==> src/rtl/mass_pkg.sv <==
// ----------------------------------------------------------------------------
// mass_pkg
// Types and constants shared by the motor axis state supervisor.
// ----------------------------------------------------------------------------
`default_nettype none

package mass_pkg;

  typedef enum logic [2:0] {
    PH_IDLE      = 3'd0,
    PH_WAIT_CL   = 3'd1,
    PH_CL        = 3'd2,
    PH_WAIT_IDLE = 3'd3,
    PH_ERROR     = 3'd4
  } phase_t;

  // register indexes (byte address = 4 * index)
  localparam logic [1:0] REG_REQ_TIMEOUT = 2'd0;
  localparam logic [1:0] REG_RECOVERY    = 2'd1;
  localparam logic [1:0] REG_IDLE_CODE   = 2'd2;
  localparam logic [1:0] REG_CL_CODE     = 2'd3;

  localparam int unsigned CFG_ADDR_W = 4;

  localparam logic [31:0] REQ_TIMEOUT_RST = 32'd2000;
  localparam logic [31:0] RECOVERY_RST    = 32'd1000;
  localparam logic [7:0]  IDLE_CODE_RST   = 8'd1;
  localparam logic [7:0]  CL_CODE_RST     = 8'd8;

  typedef struct packed {
    logic [31:0] req_timeout;
    logic [31:0] recovery;
    logic [7:0]  idle_code;
    logic [7:0]  cl_code;
  } cfg_t;

  typedef struct packed {
    logic       cmd_valid;
    logic [7:0] cmd_code;
    phase_t     nxt_phase;
    logic       rt_load;
    logic       fault_inc;
  } step_t;

endpackage

`default_nettype wire

==> src/rtl/mass_in_if.sv <==
// ----------------------------------------------------------------------------
// mass_in_if
// Input channel: update tick or force-idle request.
// ----------------------------------------------------------------------------
`default_nettype none

interface mass_in_if;
  logic        valid;
  logic        ready;
  logic        func;
  logic        driving;
  logic [31:0] now_ms;
  logic [7:0]  hb_axis_state;
  logic [31:0] hb_axis_error;

  modport source (output valid, func, driving, now_ms, hb_axis_state, hb_axis_error,
                  input ready);
  modport sink   (input valid, func, driving, now_ms, hb_axis_state, hb_axis_error,
                  output ready);
endinterface

`default_nettype wire

==> src/rtl/mass_out_if.sv <==
// ----------------------------------------------------------------------------
// mass_out_if
// Result channel: axis command, state and fault count.
// ----------------------------------------------------------------------------
`default_nettype none

interface mass_out_if;
  logic        valid;
  logic        ready;
  logic        cmd_valid;
  logic [7:0]  cmd_axis_state;
  logic [2:0]  fsm_state;
  logic        in_closed_loop;
  logic [31:0] fault_count;

  modport source (output valid, cmd_valid, cmd_axis_state, fsm_state, in_closed_loop,
                  fault_count, input ready);
  modport sink   (input valid, cmd_valid, cmd_axis_state, fsm_state, in_closed_loop,
                  fault_count, output ready);
endinterface

`default_nettype wire

==> src/rtl/mass_regs.sv <==
// ----------------------------------------------------------------------------
// mass_regs
// APB register file: timeout, recovery interval and the two axis codes.
// ----------------------------------------------------------------------------
`default_nettype none

module mass_regs (
  input  wire logic                               clk,
  input  wire logic                               rst_n,
  input  wire logic                               psel,
  input  wire logic                               penable,
  input  wire logic                               pwrite,
  input  wire logic [mass_pkg::CFG_ADDR_W-1:0]    paddr,
  input  wire logic [31:0]                        pwdata,
  output logic [31:0]                             prdata,
  output logic                                    pready,
  output mass_pkg::cfg_t                          cfg
);

  mass_pkg::cfg_t cfg_r;
  logic [1:0]     idx;
  logic           wr_en;

  assign idx    = paddr[3:2];
  assign pready = 1'b1;
  assign wr_en  = psel && penable && pwrite;
  assign cfg    = cfg_r;

  always_ff @(posedge clk) begin
    if (!rst_n) begin
      cfg_r.req_timeout <= mass_pkg::REQ_TIMEOUT_RST;
      cfg_r.recovery    <= mass_pkg::RECOVERY_RST;
      cfg_r.idle_code   <= mass_pkg::IDLE_CODE_RST;
      cfg_r.cl_code     <= mass_pkg::CL_CODE_RST;
    end else if (wr_en) begin
      case (idx)
        mass_pkg::REG_REQ_TIMEOUT: cfg_r.req_timeout <= pwdata;
        mass_pkg::REG_RECOVERY:    cfg_r.recovery    <= pwdata;
        mass_pkg::REG_IDLE_CODE:   cfg_r.idle_code   <= pwdata[7:0];
        mass_pkg::REG_CL_CODE:     cfg_r.cl_code     <= pwdata[7:0];
        default: ;
      endcase
    end
  end

  always_comb begin
    case (idx)
      mass_pkg::REG_REQ_TIMEOUT: prdata = cfg_r.req_timeout;
      mass_pkg::REG_RECOVERY:    prdata = cfg_r.recovery;
      mass_pkg::REG_IDLE_CODE:   prdata = {24'd0, cfg_r.idle_code};
      mass_pkg::REG_CL_CODE:     prdata = {24'd0, cfg_r.cl_code};
      default:                   prdata = 32'd0;
    endcase
  end

endmodule

`default_nettype wire

==> src/rtl/mass_step.sv <==
// ----------------------------------------------------------------------------
// mass_step
// One supervisor step: next phase, command and fault bump for one item.
// ----------------------------------------------------------------------------
`default_nettype none

module mass_step #(
  parameter int unsigned TICK_BITS = 32
) (
  input  wire mass_pkg::cfg_t         cfg,
  input  wire mass_pkg::phase_t       phase,
  input  wire logic [TICK_BITS-1:0]   req_time,
  input  wire logic                   func,
  input  wire logic                   driving,
  input  wire logic [TICK_BITS-1:0]   now_t,
  input  wire logic [7:0]             hb_axis_state,
  input  wire logic [31:0]            hb_axis_error,
  output mass_pkg::step_t             step
);

  localparam int unsigned EW = (TICK_BITS > 32) ? TICK_BITS : 32;

  logic [TICK_BITS-1:0] elapsed;
  logic                 req_expired;
  logic                 rec_expired;
  logic                 hb_idle;
  logic                 hb_fault;

  assign elapsed     = now_t - req_time;
  assign req_expired = EW'(elapsed) > EW'(cfg.req_timeout);
  assign rec_expired = EW'(elapsed) > EW'(cfg.recovery);
  assign hb_idle     = hb_axis_state == cfg.idle_code;
  assign hb_fault    = hb_axis_error != 32'd0;

  always_comb begin
    step.cmd_valid = 1'b0;
    step.cmd_code  = 8'd0;
    step.nxt_phase = phase;
    step.rt_load   = 1'b0;
    step.fault_inc = 1'b0;
    if (func) begin
      step.cmd_valid = 1'b1;
      step.cmd_code  = cfg.idle_code;
      step.rt_load   = 1'b1;
      step.nxt_phase = mass_pkg::PH_WAIT_IDLE;
    end else begin
      case (phase)
        mass_pkg::PH_IDLE: begin
          if (driving) begin
            step.cmd_valid = 1'b1;
            step.cmd_code  = cfg.cl_code;
            step.rt_load   = 1'b1;
            step.nxt_phase = mass_pkg::PH_WAIT_CL;
          end
        end
        mass_pkg::PH_WAIT_CL: begin
          if (!driving) begin
            step.cmd_valid = 1'b1;
            step.cmd_code  = cfg.idle_code;
            step.rt_load   = 1'b1;
            step.nxt_phase = mass_pkg::PH_WAIT_IDLE;
          end else if (hb_axis_state == cfg.cl_code) begin
            step.nxt_phase = mass_pkg::PH_CL;
          end else if (req_expired) begin
            // timeout drops straight to idle, request time left as is
            step.fault_inc = 1'b1;
            step.cmd_valid = 1'b1;
            step.cmd_code  = cfg.idle_code;
            step.nxt_phase = mass_pkg::PH_IDLE;
          end
        end
        mass_pkg::PH_CL: begin
          if (hb_fault || !driving) begin
            step.fault_inc = hb_fault;
            step.cmd_valid = 1'b1;
            step.cmd_code  = cfg.idle_code;
            step.rt_load   = 1'b1;
            step.nxt_phase = mass_pkg::PH_WAIT_IDLE;
          end
        end
        mass_pkg::PH_WAIT_IDLE: begin
          if (hb_idle) begin
            step.nxt_phase = mass_pkg::PH_IDLE;
          end else if (req_expired) begin
            step.fault_inc = 1'b1;
            step.nxt_phase = mass_pkg::PH_ERROR;
          end
        end
        mass_pkg::PH_ERROR: begin
          if (rec_expired) begin
            step.cmd_valid = 1'b1;
            step.cmd_code  = cfg.idle_code;
            step.rt_load   = 1'b1;
            if (hb_idle && !hb_fault) begin
              step.nxt_phase = mass_pkg::PH_IDLE;
            end
          end
        end
        default: begin
          step.nxt_phase = mass_pkg::PH_IDLE;
        end
      endcase
    end
  end

endmodule

`default_nettype wire

==> src/rtl/motor_axis_state_supervisor_top.sv <==
// ----------------------------------------------------------------------------
// motor_axis_state_supervisor_top
// Axis state supervisor: input register, one-step state update, result register.
// ----------------------------------------------------------------------------
// Throughput: 1 item per cycle; the input register takes one more beat while
//   a result waits on a stalled output, then the input stalls.
// Reset (rst_n low, synchronous): phase idle, request time and fault count
//   zero, registers back to their defaults, both stages empty.
`default_nettype none

module motor_axis_state_supervisor_top #(
  parameter int unsigned TICK_BITS = 32
) (
  input  wire logic                             clk,
  input  wire logic                             rst_n,
  mass_in_if.sink                               in_ch,
  mass_out_if.source                            out_ch,
  input  wire logic                             cfg_psel,
  input  wire logic                             cfg_penable,
  input  wire logic                             cfg_pwrite,
  input  wire logic [mass_pkg::CFG_ADDR_W-1:0]  cfg_paddr,
  input  wire logic [31:0]                      cfg_pwdata,
  output logic [31:0]                           cfg_prdata,
  output logic                                  cfg_pready
);

  localparam int unsigned EW = (TICK_BITS > 32) ? TICK_BITS : 32;

  mass_pkg::cfg_t   cfg;
  mass_pkg::step_t  step;

  // input stage
  logic                 s1_valid_r;
  logic                 s1_func_r;
  logic                 s1_driving_r;
  logic [TICK_BITS-1:0] s1_now_r;
  logic [7:0]           s1_hbs_r;
  logic [31:0]          s1_hbe_r;
  logic [EW-1:0]        now_ext;

  // supervisor state
  mass_pkg::phase_t     phase_r;
  logic [TICK_BITS-1:0] req_time_r;
  logic [31:0]          faults_r;
  logic [31:0]          faults_nxt;

  // result stage
  logic                 out_valid_r;
  logic                 out_cmd_r;
  logic [7:0]           out_code_r;
  logic [2:0]           out_state_r;
  logic                 out_cl_r;
  logic [31:0]          out_faults_r;

  logic adv;
  logic s1_fire;
  logic in_fire;

  mass_regs u_regs (
    .clk     (clk),
    .rst_n   (rst_n),
    .psel    (cfg_psel),
    .penable (cfg_penable),
    .pwrite  (cfg_pwrite),
    .paddr   (cfg_paddr),
    .pwdata  (cfg_pwdata),
    .prdata  (cfg_prdata),
    .pready  (cfg_pready),
    .cfg     (cfg)
  );

  mass_step #(.TICK_BITS(TICK_BITS)) u_step (
    .cfg           (cfg),
    .phase         (phase_r),
    .req_time      (req_time_r),
    .func          (s1_func_r),
    .driving       (s1_driving_r),
    .now_t         (s1_now_r),
    .hb_axis_state (s1_hbs_r),
    .hb_axis_error (s1_hbe_r),
    .step          (step)
  );

  assign adv         = !out_valid_r || out_ch.ready;
  assign s1_fire     = s1_valid_r && adv;
  assign in_ch.ready = !s1_valid_r || adv;
  assign in_fire     = in_ch.valid && in_ch.ready;
  assign now_ext     = EW'(in_ch.now_ms);
  assign faults_nxt  = faults_r + {31'd0, step.fault_inc};

  always_ff @(posedge clk) begin
    if (!rst_n) begin
      s1_valid_r <= 1'b0;
    end else if (in_ch.ready) begin
      s1_valid_r <= in_ch.valid;
    end
  end

  always_ff @(posedge clk) begin
    if (in_fire) begin
      s1_func_r    <= in_ch.func;
      s1_driving_r <= in_ch.driving;
      s1_now_r     <= now_ext[TICK_BITS-1:0];
      s1_hbs_r     <= in_ch.hb_axis_state;
      s1_hbe_r     <= in_ch.hb_axis_error;
    end
  end

  always_ff @(posedge clk) begin
    if (!rst_n) begin
      phase_r    <= mass_pkg::PH_IDLE;
      req_time_r <= '0;
      faults_r   <= 32'd0;
    end else if (s1_fire) begin
      phase_r  <= step.nxt_phase;
      faults_r <= faults_nxt;
      if (step.rt_load) begin
        req_time_r <= s1_now_r;
      end
    end
  end

  always_ff @(posedge clk) begin
    if (!rst_n) begin
      out_valid_r <= 1'b0;
    end else if (adv) begin
      out_valid_r <= s1_valid_r;
    end
  end

  always_ff @(posedge clk) begin
    if (s1_fire) begin
      out_cmd_r    <= step.cmd_valid;
      out_code_r   <= step.cmd_code;
      out_state_r  <= step.nxt_phase;
      out_cl_r     <= step.nxt_phase == mass_pkg::PH_CL;
      out_faults_r <= faults_nxt;
    end
  end

  assign out_ch.valid          = out_valid_r;
  assign out_ch.cmd_valid      = out_cmd_r;
  assign out_ch.cmd_axis_state = out_code_r;
  assign out_ch.fsm_state      = out_state_r;
  assign out_ch.in_closed_loop = out_cl_r;
  assign out_ch.fault_count    = out_faults_r;

endmodule

`default_nettype wire
==> src/flat_wrapper.sv <==
// flat-port wrapper written by rule: the top's interface ports become plain ports
module motor_axis_state_supervisor_top_flat 
#(
  parameter int unsigned TICK_BITS = 32
)
  (clk, rst_n, cfg_psel, cfg_penable, cfg_pwrite, cfg_paddr, cfg_pwdata, cfg_prdata, cfg_pready, in_ch_valid, in_ch_func, in_ch_driving, in_ch_now_ms, in_ch_hb_axis_state, in_ch_hb_axis_error, in_ch_ready, out_ch_valid, out_ch_cmd_valid, out_ch_cmd_axis_state, out_ch_fsm_state, out_ch_in_closed_loop, out_ch_fault_count, out_ch_ready);
  mass_in_if in_ch_i ();
  mass_out_if out_ch_i ();
  input  wire logic clk;
  input  wire logic rst_n;
  input  wire logic cfg_psel;
  input  wire logic cfg_penable;
  input  wire logic cfg_pwrite;
  input  wire logic [mass_pkg::CFG_ADDR_W-1:0] cfg_paddr;
  input  wire logic [31:0] cfg_pwdata;
  output logic [31:0] cfg_prdata;
  output logic cfg_pready;
  input wire logic [$bits(in_ch_i.valid)-1:0] in_ch_valid;
  input wire logic [$bits(in_ch_i.func)-1:0] in_ch_func;
  input wire logic [$bits(in_ch_i.driving)-1:0] in_ch_driving;
  input wire logic [$bits(in_ch_i.now_ms)-1:0] in_ch_now_ms;
  input wire logic [$bits(in_ch_i.hb_axis_state)-1:0] in_ch_hb_axis_state;
  input wire logic [$bits(in_ch_i.hb_axis_error)-1:0] in_ch_hb_axis_error;
  output wire logic [$bits(in_ch_i.ready)-1:0] in_ch_ready;
  output wire logic [$bits(out_ch_i.valid)-1:0] out_ch_valid;
  output wire logic [$bits(out_ch_i.cmd_valid)-1:0] out_ch_cmd_valid;
  output wire logic [$bits(out_ch_i.cmd_axis_state)-1:0] out_ch_cmd_axis_state;
  output wire logic [$bits(out_ch_i.fsm_state)-1:0] out_ch_fsm_state;
  output wire logic [$bits(out_ch_i.in_closed_loop)-1:0] out_ch_in_closed_loop;
  output wire logic [$bits(out_ch_i.fault_count)-1:0] out_ch_fault_count;
  input wire logic [$bits(out_ch_i.ready)-1:0] out_ch_ready;
  assign in_ch_i.valid = in_ch_valid;
  assign in_ch_i.func = in_ch_func;
  assign in_ch_i.driving = in_ch_driving;
  assign in_ch_i.now_ms = in_ch_now_ms;
  assign in_ch_i.hb_axis_state = in_ch_hb_axis_state;
  assign in_ch_i.hb_axis_error = in_ch_hb_axis_error;
  assign in_ch_ready = in_ch_i.ready;
  assign out_ch_valid = out_ch_i.valid;
  assign out_ch_cmd_valid = out_ch_i.cmd_valid;
  assign out_ch_cmd_axis_state = out_ch_i.cmd_axis_state;
  assign out_ch_fsm_state = out_ch_i.fsm_state;
  assign out_ch_in_closed_loop = out_ch_i.in_closed_loop;
  assign out_ch_fault_count = out_ch_i.fault_count;
  assign out_ch_i.ready = out_ch_ready;
  motor_axis_state_supervisor_top #(.TICK_BITS(TICK_BITS)) u_core (.clk(clk), .rst_n(rst_n), .in_ch(in_ch_i), .out_ch(out_ch_i), .cfg_psel(cfg_psel), .cfg_penable(cfg_penable), .cfg_pwrite(cfg_pwrite), .cfg_paddr(cfg_paddr), .cfg_pwdata(cfg_pwdata), .cfg_prdata(cfg_prdata), .cfg_pready(cfg_pready));
endmodule
==> config.mk <==
export PLATFORM = sky130hd
export DESIGN_NAME = motor_axis_state_supervisor_top_flat
export DESIGN_NICKNAME = d
export VERILOG_FILES = /design/src/rtl/mass_pkg.sv /design/src/rtl/mass_in_if.sv /design/src/rtl/mass_out_if.sv /design/src/rtl/mass_regs.sv /design/src/rtl/mass_step.sv /design/src/rtl/motor_axis_state_supervisor_top.sv /design/src/flat_wrapper.sv
export SDC_FILE = /design/constraint.sdc
export NUM_CORES = 1
export LEC_CHECK = 0
export ABC_AREA = 1
export BUFFER_PORTS_ARGS = -buffer_cell sky130_fd_sc_hd__buf_2
export CORE_ASPECT_RATIO = 2
export CORE_MARGIN = 8
export CORE_UTILIZATION = 45
export CTS_CLUSTER_DIAMETER = 150
export DETAILED_ROUTE_END_ITERATION = 10
export GPL_ROUTABILITY_DRIVEN = 1
export PLACE_DENSITY = 0.65
export SLEW_MARGIN = 0
export SYNTH_ARGS = -nofsm -noshare
export SYNTH_HDL_FRONTEND = slang
export SYNTH_SLANG_ARGS = --single-unit
==> constraint.sdc <==
create_clock -name clk -period 6.25 [get_ports clk]
set_input_delay 0.625 -clock clk [delete_from_list [all_inputs] [get_ports clk]]
set_output_delay 0.625 -clock clk [all_outputs]
set_load 0.01 [all_outputs]
==> reports/results.ini <==
[setup_path]
end_kind = flop
arrival_ps = 6180
crit_path_start = u_core.s1_now_r[0]
required_ps = 6700
cpPeakStageDelay_ps = 380
rr_startpoint = u_core.s1_now_r[0]
crit_slowest_cell = fa_1
critPathKind = flop to flop
critPathMostFrequentCell = nand2_1
critPathMaxFanout = 3
crit_path_start_kind = flop

[synth]
synthTopCellsByCount = nand2_1, inv_1, nor2_1
syn_area_per_cell_um2 = 8.39
synth_nets = 1859
synth-main-ff-cell = dfxtp_1
yosys_warnings = 0
syn_area_um2 = 13800
yosysUniqueCellTypes = 42
seq_area_frac_synth_pct = 47.5
ys_seq_elements = 268
yosysTopAreaCell = edfxtp_1
yosysTopAreaCellShare_pct = 25.9
yosys-top-cells-area = edfxtp_1, dfxtp_1, ha_1
synth.most_common_cell = nand2_1
synth_edf_count = 119
syn-instance-count = 1644
async_flop_share_pct = 0

[placement]
place.gp.congestion = 0.915
place_inst = 2172
portBuffers = 193
dpl.hpwl_mm = 27.7

[floorplanning]
die_y_um = 264
start_util_pct = 45.7
fp.dieArea_um2 = 36900
core_um2 = 30200
floorplan.die.width_um = 140
io_pins = 197
rows = 90

[detailed_routing]
drtPass1Iterations = 5
routed_via_density = 5.22
routed_wl_mm = 36.2
route.detailed.drc = 0
drt_iter0_markers = 547
num_vias = 11600
ant_nets = 0
wl_per_cell_um = 16.3

[clock_network]
clockBufferDepth = 3
cts_tree = built
clk_latency_ps = 560
h-tree-depth = 1
clkTransAtPathRegs_ps = 60
cts_root_buf = clkbuf_16
clock_sinks = 268
cts_made_buffers = 26

[timing]
tns_ps = 0
min_period_ps = 5720
hold_viol = 0
fin_crit_sh_pct = 91.6
rsz0062_at_grt = false
worst_slew_pin_slew_ps = 1170
slew_violations = 0
max_freq_mhz = 175
relSlewSlack_pct = 21.8
setup_viol = 0
final.setup_skew_ps = 25.7

[power]
p_leak_nw = 6.97
irDropWorstVdd_uv = 230
p_per_area_nw_per_um2 = 277

[cells_and_area]
fin_nets = 2048
drive_gt1_share_pct = 15.6
area_growth_pct = 16.5
stdcell_count = 2224

[grt]
antenna_found_initial = 3
grt_max_degree = 120
grt_pass1_vias = 11700
grt_pass1_wl_mm = 57.6
grt_overflow = 0
grt_use_total_pct = 19.4

[hold_path]
hp-start = in_ch_now_ms[28]
hp-class = primary input to flop

[job]
drv_cap = 0

[status]
outcome = completed

-- cells in the final DEF (no fill, tap or decap), types with 6 or more instances in the layout --
cell type,count
buf_2,193
dfxtp_1,149
clkinv_1,8
a21oi_1,160
nor2_4,7
o21ai_1,15
nand3_1,31
clkinv_2,6
buf_4,19
nand4_1,21
nor3_1,15
edfxtp_1,119
xor2_1,42
xnor2_1,19
nand2_1,262
clkbuf_16,26
o211ai_1,13
o22ai_1,24
nor2_1,192
a21o_1,7
o21ai_0,156
inv_1,203
ha_1,97
or2_2,9
-- worst max-delay path: cells and delay by family (launching register included) --
kind	cells	cell delay (ps)
DFF	1	370
xor gates and xnor gates	2	300
AOI/OAI and AO/OA	7	1240
buffers and inverters	6	530
and+or+nand+nor	17	1940
adders and majority gates	5	1230
-- timing repair --
action,in CTS,in global routing
endpoints found under the hold margin,0,0
hold buffers,0,0
resized for setup,0,7
buffers inserted,0,1
endpoints found under the setup margin,0,23
-- cell families (layout without fill, tap and decap cells) --
kind of cell             after synthesis  after routing  share of synthesized area (%)
XOR/XNOR                              61             61                           3.87
AO/OA/AOI/OAI                        394            394                           15.2
adder cells (fa/ha/maj)               98             98                           8.94
AND/OR/NAND/NOR                      560            560                           17.2
flip-flops                           268            268                           47.5
other                                  1              4                         0.0272
buffers and inverters                262            471                           7.22
-- sequential cells by signal (all words and copies together), names as in the netlist --
name                          count
u_core.req_time_r                32
u_core.s1_driving_r               1
u_core.s1_hbs_r                   8
u_core.out_ch.in_closed_loop      1
u_core.out_ch.fsm_state           3
u_core.phase_r                    3
u_core.s1_func_r                  1
u_core.s1_valid_r                 1
u_core.s1_hbe_r                  32
u_core.u_regs.cfg                80
u_core.out_ch.cmd_valid           1
u_core.out_ch.cmd_axis_state      8
u_core.s1_now_r                  32
u_core.out_ch.valid               1
u_core.out_ch.fault_count        32
u_core.faults_r                  32
-- final cells by class --
class	count	area (um^2)
antenna	3	7.51
clock buffer	31	669
clock inverter	17	193
fill	2886	14100
inverter	211	793
multi-input combinational	1114	6280
sequential	268	6560
tap	368	460
timing repair buffer	212	1110
-- final timing paths --
path / to / slack [ps] / cells after the start
setup / recovery: u_core.faults_r[20] / 530 / 37
hold / removal: u_core.s1_now_r[28] / 240 / 1
setup reg to reg: u_core.faults_r[20] / 530 / 37
hold reg to reg: u_core.req_time_r[19] / 480 / 2
-- routing by layer --
layer / track usage [%] / wire [um] / vias up / share of wire [%]
li1: - / - / 5885 / -
met1: 17.2 / 12500 / 5313 / 34
met2: 38.2 / 19600 / 312 / 54
met3: 4.19 / 2090 / 98 / 5.8
met4: 12.1 / 2030 / 0 / 5.6
met5: 0 / 0 / - / 0
-- power breakdown --
part / total, mW / internal (mW) / switching, mW
Sequential: 1.98 / 1.93 / 0.0495
Clock: 1.61 / 0.930 / 0.683
Combinational: 0.863 / 0.326 / 0.538
Total: 4.45 / 3.18 / 1.27
-- per-stage QoR --
| step | cell area, um^2 | util (%) | power [mW] | hold slack [ps] | setup slack (ps) |
|---|---|---|---|---|---|
| floorplan | 13800 | - | 2.61 | 450 | 1250 |
| global placement | 15200 | 50.2 | 2.85 | 463 | 222 |
| detailed placement | 15200 | 50.2 | 2.87 | 472 | 159 |
| CTS | 16000 | 53.1 | 4.50 | 202 | 149 |
| global route | 16100 | 53.2 | 4.70 | 206 | 0.456 |
| finish | 16100 | 53.2 | 4.45 | 238 | 525 |
Note: power is estimated with default switching activity, not from simulation.
